==> src/rsmd_pkg.sv <==
// Package for the rounded saturating multiply-divide block.
// Holds the kind codes, the kind decode table and the pipeline control struct.
// No dependencies.
package rsmd_pkg;

	localparam int OP_W      = 16;
	localparam int KIND_W    = 3;
	localparam int DIV_STEPS = OP_W;

	localparam logic [KIND_W-1:0] KIND_UUU_U = 3'd0;
	localparam logic [KIND_W-1:0] KIND_SUS_S = 3'd1;
	localparam logic [KIND_W-1:0] KIND_USU_S = 3'd2;
	localparam logic [KIND_W-1:0] KIND_SUS_U = 3'd3;
	localparam logic [KIND_W-1:0] KIND_SUU_U = 3'd4;
	localparam logic [KIND_W-1:0] KIND_SSU_S = 3'd5;
	localparam logic [KIND_W-1:0] KIND_SSS_S = 3'd6;

	localparam logic [OP_W-1:0] S_MAX = 16'h7FFF;
	localparam logic [OP_W-1:0] S_MIN = 16'h8000;
	localparam logic [OP_W-1:0] U_MAX = 16'hFFFF;

	typedef struct packed {
		logic ok;
		logic a_sgn;
		logic b_sgn;
		logic d_sgn;
		logic r_sgn;
	} kind_dec_t;

	typedef struct packed {
		logic ok;
		logic r_sgn;
		logic prod_neg;
		logic neg;
		logic dzero;
		logic ovf;
	} ctrl_t;

	function automatic kind_dec_t decode_kind(logic [KIND_W-1:0] k);
		kind_dec_t d;
		d = '0;
		case (k)
			KIND_UUU_U: d = '{1'b1, 1'b0, 1'b0, 1'b0, 1'b0};
			KIND_SUS_S: d = '{1'b1, 1'b1, 1'b0, 1'b1, 1'b1};
			KIND_USU_S: d = '{1'b1, 1'b0, 1'b1, 1'b0, 1'b1};
			KIND_SUS_U: d = '{1'b1, 1'b1, 1'b0, 1'b1, 1'b0};
			KIND_SUU_U: d = '{1'b1, 1'b1, 1'b0, 1'b0, 1'b0};
			KIND_SSU_S: d = '{1'b1, 1'b1, 1'b1, 1'b0, 1'b1};
			KIND_SSS_S: d = '{1'b1, 1'b1, 1'b1, 1'b1, 1'b1};
			default:    d = '0;
		endcase
		return d;
	endfunction

endpackage

==> src/rounded_saturating_mul_div_16.sv <==
// Rounded saturating 16-bit multiply-divide, (a*b)/d, pipelined.
// Pipeline, in order: decode, multiply, divider entry, 16 restoring divide steps
// of one bit each, and round/saturate.
// Throughput: one request per cycle; the whole pipeline holds while the result waits.
// Reset: arst_n clears all valid bits asynchronously; data registers are not reset.
// Depends on rsmd_pkg.
module rounded_saturating_mul_div_16 (
	input  logic                           clk,
	input  logic                           arst_n,
	input  logic                           s_axis_tvalid,
	output logic                           s_axis_tready,
	// [15:0] first_operand, [31:16] second_operand, [47:32] divisor
	input  logic [47:0]                    s_axis_tdata,
	// [2:0] kind
	input  logic [rsmd_pkg::KIND_W-1:0]    s_axis_tuser,
	output logic                           m_axis_tvalid,
	input  logic                           m_axis_tready,
	// [15:0] quotient
	output logic [rsmd_pkg::OP_W-1:0]      m_axis_tdata
);
	import rsmd_pkg::*;

	logic adv;

	// stage 1: decode and magnitudes
	logic              vld_s1;
	kind_dec_t         dec_s1;
	logic [OP_W-1:0]   ma_s1, mb_s1, md_s1;
	logic              na_s1, nb_s1, nd_s1;

	// stage 2: product
	logic              vld_s2;
	ctrl_t             ctrl_s2;
	logic [2*OP_W-1:0] mp_s2;
	logic [OP_W-1:0]   md_s2;

	// divider stages
	logic              dv_vld_s  [0:DIV_STEPS];
	ctrl_t             dv_ctrl_s [0:DIV_STEPS];
	logic [OP_W-1:0]   dv_rem_s  [0:DIV_STEPS];
	logic [OP_W-1:0]   dv_num_s  [0:DIV_STEPS];
	logic [OP_W-1:0]   dv_quo_s  [0:DIV_STEPS];
	logic [OP_W-1:0]   dv_md_s   [0:DIV_STEPS];

	// output
	logic              out_vld_q;
	logic [OP_W-1:0]   quotient_q;

	assign adv           = !out_vld_q || m_axis_tready;
	assign s_axis_tready = adv;
	assign m_axis_tvalid = out_vld_q;
	assign m_axis_tdata  = quotient_q;

	// ---- stage 1
	logic [OP_W-1:0] in_a, in_b, in_d;
	kind_dec_t       in_dec;
	logic            in_na, in_nb, in_nd;

	always_comb begin
		in_a   = s_axis_tdata[OP_W-1:0];
		in_b   = s_axis_tdata[2*OP_W-1:OP_W];
		in_d   = s_axis_tdata[3*OP_W-1:2*OP_W];
		in_dec = decode_kind(s_axis_tuser);
		in_na  = in_dec.a_sgn && in_a[OP_W-1];
		in_nb  = in_dec.b_sgn && in_b[OP_W-1];
		in_nd  = in_dec.d_sgn && in_d[OP_W-1];
	end

	always_ff @(posedge clk or negedge arst_n) begin
		if (!arst_n) begin
			vld_s1 <= 1'b0;
		end else if (adv) begin
			vld_s1 <= s_axis_tvalid;
		end
	end

	always_ff @(posedge clk) begin
		if (adv) begin
			dec_s1 <= in_dec;
			na_s1  <= in_na;
			nb_s1  <= in_nb;
			nd_s1  <= in_nd;
			ma_s1  <= in_na ? (~in_a + 1'b1) : in_a;
			mb_s1  <= in_nb ? (~in_b + 1'b1) : in_b;
			md_s1  <= in_nd ? (~in_d + 1'b1) : in_d;
		end
	end

	// ---- stage 2
	logic pneg_s1;
	assign pneg_s1 = (ma_s1 != '0) && (mb_s1 != '0) && (na_s1 ^ nb_s1);

	always_ff @(posedge clk or negedge arst_n) begin
		if (!arst_n) begin
			vld_s2 <= 1'b0;
		end else if (adv) begin
			vld_s2 <= vld_s1;
		end
	end

	always_ff @(posedge clk) begin
		if (adv) begin
			mp_s2            <= ma_s1 * mb_s1;
			md_s2            <= md_s1;
			ctrl_s2.ok       <= dec_s1.ok;
			ctrl_s2.r_sgn    <= dec_s1.r_sgn;
			ctrl_s2.prod_neg <= pneg_s1;
			ctrl_s2.neg      <= pneg_s1 ^ nd_s1;
			ctrl_s2.dzero    <= (md_s1 == '0);
			ctrl_s2.ovf      <= 1'b0;
		end
	end

	// ---- divider entry; quotient above 16 bits means saturation
	ctrl_t dv_entry_ctrl;

	always_comb begin
		dv_entry_ctrl     = ctrl_s2;
		dv_entry_ctrl.ovf = (mp_s2[2*OP_W-1:OP_W] >= md_s2);
	end

	always_ff @(posedge clk or negedge arst_n) begin
		if (!arst_n) begin
			dv_vld_s[0] <= 1'b0;
		end else if (adv) begin
			dv_vld_s[0] <= vld_s2;
		end
	end

	always_ff @(posedge clk) begin
		if (adv) begin
			dv_rem_s[0]  <= mp_s2[2*OP_W-1:OP_W];
			dv_num_s[0]  <= mp_s2[OP_W-1:0];
			dv_quo_s[0]  <= '0;
			dv_md_s[0]   <= md_s2;
			dv_ctrl_s[0] <= dv_entry_ctrl;
		end
	end

	// ---- restoring divide, one quotient bit per stage
	for (genvar i = 0; i < DIV_STEPS; i++) begin : g_div
		logic [OP_W:0] trial;
		logic [OP_W:0] diff;
		logic          ge;

		always_comb begin
			trial = {dv_rem_s[i], dv_num_s[i][OP_W-1]};
			diff  = trial - {1'b0, dv_md_s[i]};
			ge    = (trial >= {1'b0, dv_md_s[i]});
		end

		always_ff @(posedge clk or negedge arst_n) begin
			if (!arst_n) begin
				dv_vld_s[i+1] <= 1'b0;
			end else if (adv) begin
				dv_vld_s[i+1] <= dv_vld_s[i];
			end
		end

		always_ff @(posedge clk) begin
			if (adv) begin
				dv_rem_s[i+1]  <= ge ? diff[OP_W-1:0] : trial[OP_W-1:0];
				dv_num_s[i+1]  <= {dv_num_s[i][OP_W-2:0], 1'b0};
				dv_quo_s[i+1]  <= {dv_quo_s[i][OP_W-2:0], ge};
				dv_md_s[i+1]   <= dv_md_s[i];
				dv_ctrl_s[i+1] <= dv_ctrl_s[i];
			end
		end
	end

	// ---- round half away from zero and saturate
	ctrl_t           fc;
	logic            rnd;
	logic [OP_W:0]   qm;
	logic [OP_W:0]   mag;
	logic [OP_W-1:0] res;

	always_comb begin
		fc  = dv_ctrl_s[DIV_STEPS];
		rnd = ({dv_rem_s[DIV_STEPS], 1'b0} >= {1'b0, dv_md_s[DIV_STEPS]});
		qm  = {1'b0, dv_quo_s[DIV_STEPS]} + {{OP_W{1'b0}}, rnd};
		mag = (fc.ovf || qm > {1'b0, S_MIN}) ? {1'b0, S_MIN} : qm;
		res = '0;
		if (!fc.ok) begin
			res = '0;
		end else if (fc.dzero) begin
			if (fc.prod_neg) begin
				res = fc.r_sgn ? S_MIN : '0;
			end else begin
				res = fc.r_sgn ? S_MAX : U_MAX;
			end
		end else if (!fc.ovf && qm == '0) begin
			res = '0;
		end else if (fc.neg) begin
			res = fc.r_sgn ? (~mag[OP_W-1:0] + 1'b1) : '0;
		end else if (fc.r_sgn) begin
			res = (fc.ovf || qm > {1'b0, S_MAX}) ? S_MAX : qm[OP_W-1:0];
		end else begin
			res = (fc.ovf || qm[OP_W]) ? U_MAX : qm[OP_W-1:0];
		end
	end

	always_ff @(posedge clk or negedge arst_n) begin
		if (!arst_n) begin
			out_vld_q <= 1'b0;
		end else if (adv) begin
			out_vld_q <= dv_vld_s[DIV_STEPS];
		end
	end

	always_ff @(posedge clk) begin
		if (adv) begin
			quotient_q <= res;
		end
	end

endmodule

==> config.mk <==
export PLATFORM = sky130hd
export DESIGN_NAME = rounded_saturating_mul_div_16
export DESIGN_NICKNAME = d
export VERILOG_FILES = /design/src/rsmd_pkg.sv /design/src/rounded_saturating_mul_div_16.sv
export SDC_FILE = /design/constraint.sdc
export NUM_CORES = 2
export LEC_CHECK = 0
export ABC_CLOCK_PERIOD_IN_PS = 84000
export BUFFER_PORTS_ARGS = -buffer_cell sky130_fd_sc_hd__buf_4
export CAP_MARGIN = 25
export CORE_MARGIN = 3
export CORE_UTILIZATION = 45
export CTS_CLUSTER_DIAMETER = 120
export CTS_CLUSTER_SIZE = 24
export DETAILED_ROUTE_END_ITERATION = 10
export HOLD_SLACK_MARGIN = 0.05
export MAX_ROUTING_LAYER = met4
export PLACE_DENSITY_LB_ADDON = 0.05
export SETUP_SLACK_MARGIN = 0.15
export SLEW_MARGIN = 10
export SYNTH_ARGS = -nofsm -noshare
export SYNTH_HDL_FRONTEND = slang
export SYNTH_SLANG_ARGS = --single-unit
==> constraint.sdc <==
create_clock -name clk -period 84 [get_ports clk]
set_input_delay 12.6 -clock clk [delete_from_list [all_inputs] [get_ports clk]]
set_output_delay 12.6 -clock clk [all_outputs]
set_load 0.01 [all_outputs]
; ---- Yosys cells after proc, flatten, opt, wreduce, memory -nomap -nowiden
; Memory sizes are Yosys's and may differ from the RTL's.
; Index checks and enable logic that the tools add are counted.
[totals]
n_memories = 5
out_inout_bits = 18
ff_bits = 142
ram_bits = 1190
input_bits = 55
[mem_list]
columns = name, depth, width, read_ports, rd_clocked_by_memory_dff, write_ports, line_no
row1 = dv_md_s, 17, 16, 17, 0, 17, rounded_saturating_mul_div_16.sv:43  ; logic [OP_W-1:0] dv_md_s [0:DIV_STEPS];
row2 = dv_num_s, 17, 16, 16, 0, 17, rounded_saturating_mul_div_16.sv:41  ; logic [OP_W-1:0] dv_num_s [0:DIV_STEPS];
row3 = dv_quo_s, 17, 16, 17, 0, 17, rounded_saturating_mul_div_16.sv:42  ; logic [OP_W-1:0] dv_quo_s [0:DIV_STEPS];
row4 = dv_rem_s, 17, 16, 17, 0, 17, rounded_saturating_mul_div_16.sv:40  ; logic [OP_W-1:0] dv_rem_s [0:DIV_STEPS];
row5 = dv_ctrl_s, 17, 6, 17, 0, 17, rounded_saturating_mul_div_16.sv:39  ; ctrl_t dv_ctrl_s [0:DIV_STEPS];
[op_classes]
n_mul = 1
n_mux = 33
order_cmp = 20
n_eq_ne = 6
bitwise_logic = 6
n_reduce_logical = 17
n_addsub = 21
[ops]
columns = cell, n
row1 = $mux W16, 30
row2 = $ge A17 B16 Y1, 17
row3 = $sub A16 B16 Y16, 16
row4 = $add A16 B1 Y16 const B, 4
row5 = $not A16 Y16, 4
row6 = $pmux W5 S7, 1
row7 = $mul A16 B16 Y32, 1
row8 = $reduce_bool A16 Y1, 2
row9 = $add A16 B1 Y17, 1
row10 = $gt A17 B15 Y1 const B, 1
row11 = $gt A17 B16 Y1 const B, 1
row12 = $logic_not A17 Y1, 1
row13 = $ge A16 B16 Y1, 1
row14 = $logic_not A16 Y1, 1
row15 = $eq A3 B3 Y1 const B, 3
row16 = $eq A3 B2 Y1 const B, 2
row17 = $logic_and A1 B1 Y1, 6
row18 = $logic_or A1 B1 Y1, 4
row19 = $eq A3 B1 Y1 const B, 1
row20 = $logic_not A3 Y1, 1
row21 = $logic_not A1 Y1, 2
row22 = $mux W1, 2
row23 = $xor A1 B1 Y1, 2

; ---- Logic depth before layout (Yosys ltp)
; An unclocked memory read counts as a cell.
[depth]
depth_word = 12
depth_mapped = 27
depth_no_buf = 26

; ---- Worst setup path before layout
; No wires, ideal clock.
[synth_path]
path_type = in2out
start = in m_axis_tready
end = out s_axis_tready
path_slack_ns = 38.523
n_path_buf = 1
arrival_ns = 32.877
cell_stages = 3
cell_sequence = nor2b_1 > clkbuf_1 > inv_1
[synth_between]
elab_chain_len = 1
[synth_lines]
columns = item, line_no
row1 = start: declaration, rounded_saturating_mul_div_16.sv:17  ; input logic m_axis_tready,
row2 = $logic_or A1 B1 Y1, rounded_saturating_mul_div_16.sv:49  ; assign adv = !out_vld_q || m_axis_tready;
row3 = end: declaration, rounded_saturating_mul_div_16.sv:11  ; output logic s_axis_tready,
; No other way between the ends.

; ---- Final worst setup path
; Same ends and word-level chain as after synthesis.

==> flow_summary_export.csv <==
group,metric,value,unit
worst_setup_path,critPathLaunchType,"primary input",
floorplanning,dieHeight,365,µm
hold_path,hold_class,"flip-flop to flip-flop",
worst_setup_path,worst_ep_arrival_time,13.93,ns
cts,numClockSinks,1060,
worst_setup_path,crit_path_end_kind,"output port",
grt,grt_first_pass_wirelength,183,mm
logic_synthesis,syn-num-nets,5397,
grt,busiest_layer,"met2",
worst_setup_path,cpPeakStageDelay,0.53,ns
run,cap_violations,0,
grt,grt_util_met3,0.0156,
grt,grt_max_degree,195,
logic_synthesis,synth_cell_type_count,75,
cts,path_clk_slew,0.09,ns
cts,root_buffer,"clkbuf_16",
grt,groute.usage.overall,0.176,
cts,numCtsBuffers,50,
outcome,outcome,"complete, no violations",
cells_and_area,area_growth,6.92,%
route,num_vias,34500,
logic_synthesis,async_flop_share,0.0189,
sta,finalCritPeriodShare,0.316,
route,drt_wl_total,112,mm
logic_synthesis,yosys_warnings,0,
grt,use_met1,0.187,
logic_synthesis,mappedNetlistArea,58100,µm²
cts,post_cts_buffers,0,
worst_setup_path,cp.buffers_inverters,3,
cells_and_area,finalNetCount,5459,
sta,finClkSkew,0.0645,ns
sta,tightestPinTransition,1.07,ns
worst_setup_path,critPathRequiredTime,71.40,ns
sta,hold_violations,0,
route,wl_per_cell,17.3,µm
grt,grt_pass1_vias,35800,
cells_and_area,nFillCells,11500,
grt,antenna_found_initial,0,
cells_and_area,num_antenna_cells,0,
sta,drv_slew,0,
cells_and_area,layout-drive-gt1-share,0.0711,
cts,cts_buffer_depth,3,
cts,ctsResizeCount,0,
floorplanning,fp.dieArea,134000,µm²
floorplanning,start_util,0.455,
place,post-dp-hpwl,82.6,mm
logic_synthesis,synth.ff_latch_count,1060,
floorplanning,design.core.area,128000,µm²
route,dr.pass1.iters,5,
logic_synthesis,yosys.area.top_type,"edfxtp_1",
worst_setup_path,critPathMaxFanout,80,
place,io_buffers,72,
logic_synthesis,synthTopCellsByArea,"edfxtp_1 (54%), ha_1 (8.6%), fa_1 (7.2%), inv_1 (3.9%), a21oi_1 (2.8%)",
place,gp_congestion,0.878,
worst_setup_path,path_common_cell,"buf_4",
sta,fmax,0.0377,GHz
cts,cts_tree,"yes",
worst_setup_path,path_delay_family,"buffers and inverters",
floorplanning,row_count,131,
sta,period_needed,26.53,ns
worst_setup_path,crit_slowest_cell,"nor2b_2",
cts,htree_levels,2,
cts,clock_latency,0.69,ns
route,vias_per_cell,5.33,
worst_setup_path,crit_path_cell_trace,"buf_4 > nor2b_2 > inv_8 > buf_4",
floorplanning,ios,73,
route,postRouteAntennaNets,0,
logic_synthesis,synth_top_flop_cell,"edfxtp_1",
logic_synthesis,synth_cells,4731,
grt,grt-ovfl-total,0,
grt,grt_use_met2,0.339,
sta,rsz0062_at_grt,"false",
sta,setup_tns,0,ns
logic_synthesis,synth_edf_count,1040,
logic_synthesis,syn_avg_cell_area,12.3,µm²
sta,maxSlewHeadroom,0.285,
logic_synthesis,yosys.area.top_type_share,0.537,
route,drc,0,
route,drt_iter0_drc,1852,
floorplanning,fp.dieW,365,µm
worst_setup_path,path_class,"primary input to output port",
cts,cts-hold-fix-buffers,0,
logic_synthesis,ys_seq_area_frac,0.546,
sta,setup_viol,0,
-- final timing paths --
path                                   from               end  slack (ns)  cells past startpoint
max reg2reg                        mb_s1[6]         mp_s2[30]       76.85                     22
min reg2reg                dv_quo_s[0][117]  dv_quo_s[0][134]        0.36                      0
max in group asynchronous            arst_n       dv_vld_s[6]       72.02                      1
min                        dv_quo_s[0][117]  dv_quo_s[0][134]        0.36                      0
min in group asynchronous            arst_n       dv_vld_s[1]       11.77                      1
max                           m_axis_tready     s_axis_tready       57.47                      4
-- layer usage --
metal | vias to the layer above | wire (µm)
met5 | - | 0
met4 | 0 | 4290
met3 | 201 | 2440
met2 | 410 | 62000
met1 | 16900 | 43300
li1 | 16900 | -
-- sequential cells by signal, indices dropped and copies added, names as in the netlist --
register       count
md_s2             16
mb_s1             16
vld_s2             1
md_s1             16
ma_s1             16
mp_s2             32
dv_ctrl_s        102
dv_md_s          272
nd_s1              1
dv_vld_s          17
dec_s1             2
vld_s1             1
dv_quo_s         136
ctrl_s2            5
na_s1              1
dv_rem_s         272
nb_s1              1
dv_num_s         136
m_axis_tvalid      1
m_axis_tdata      16
-- kinds of logic after synthesis --
family	count (synthesis)	synth area share
buffers and inverters	701	0.0453
AND/OR/NAND/NOR	1107	0.0927
adder cells (fa/ha/maj)	611	0.159
flip-flops	1060	0.546
AO/OA/AOI/OAI	884	0.0972
multiplexers	118	0.0226
XOR/XNOR	250	0.0377
-- placed cells by master (no fill, tap or decap), types with 74 or more instances in the layout --
master       n
edfxtp_1  1040
inv_1      604
ha_1       401
nand2_1    336
a21oi_1    311
nor2_1     239
fa_1       210
xnor2_1    176
o21ai_0    139
mux2_2     106
buf_4       97
nor3_1      94
and2_1      90
o21a_1      81
xor2_1      74
-- metrics by stage --
stage | instances | setup WS (ns) | util | hold slack (ns) | cell area [µm²]
after global placement | 6400 | 57.04 | 0.475 | 0.401 | 60700
after CTS | 6468 | 57.05 | 0.486 | 0.353 | 62100
final | 6469 | 57.47 | 0.486 | 0.365 | 62100
after global routing | 6469 | 57.38 | 0.486 | 0.362 | 62100
after floorplan | 4731 | 38.52 | - | 0.400 | 58100
after detailed placement | 6402 | 57.05 | 0.475 | 0.405 | 60700
-- cell type report --
type | instances | area (µm²) | area share
sequential | 1060 | 31700 | 0.511
multi-input combinational | 2970 | 23800 | 0.383
inverter | 609 | 2290 | 0.0369
tap | 1662 | 2080 | 0.0335
clock buffer | 59 | 1280 | 0.0207
timing repair buffer | 102 | 810 | 0.0130
clock inverter | 7 | 119 | 0.00191
-- Yosys cell counts (all sizes together), types with 19 or more instances --
library cell	number
nand4	66
inv	606
o21a	81
edfxtp	1040
or2	29
o41ai	23
xor2	74
a21oi	323
mux2	106
a21o	68
nor3	94
o31ai	19
dfrtp	20
a211oi	45
and2	90
a31oi	19
a21boi	23
xnor2	176
or3	29
nand3	36
nor2b	69
a31o	23
nand2	336
nor4	46
o21ai	156
nor2	239
nand2b	43
clkbuf	84
ha	401
fa	210
Power is not shown: default switching activity piles up to over one toggle a cycle in this logic, so the estimate is an artifact.
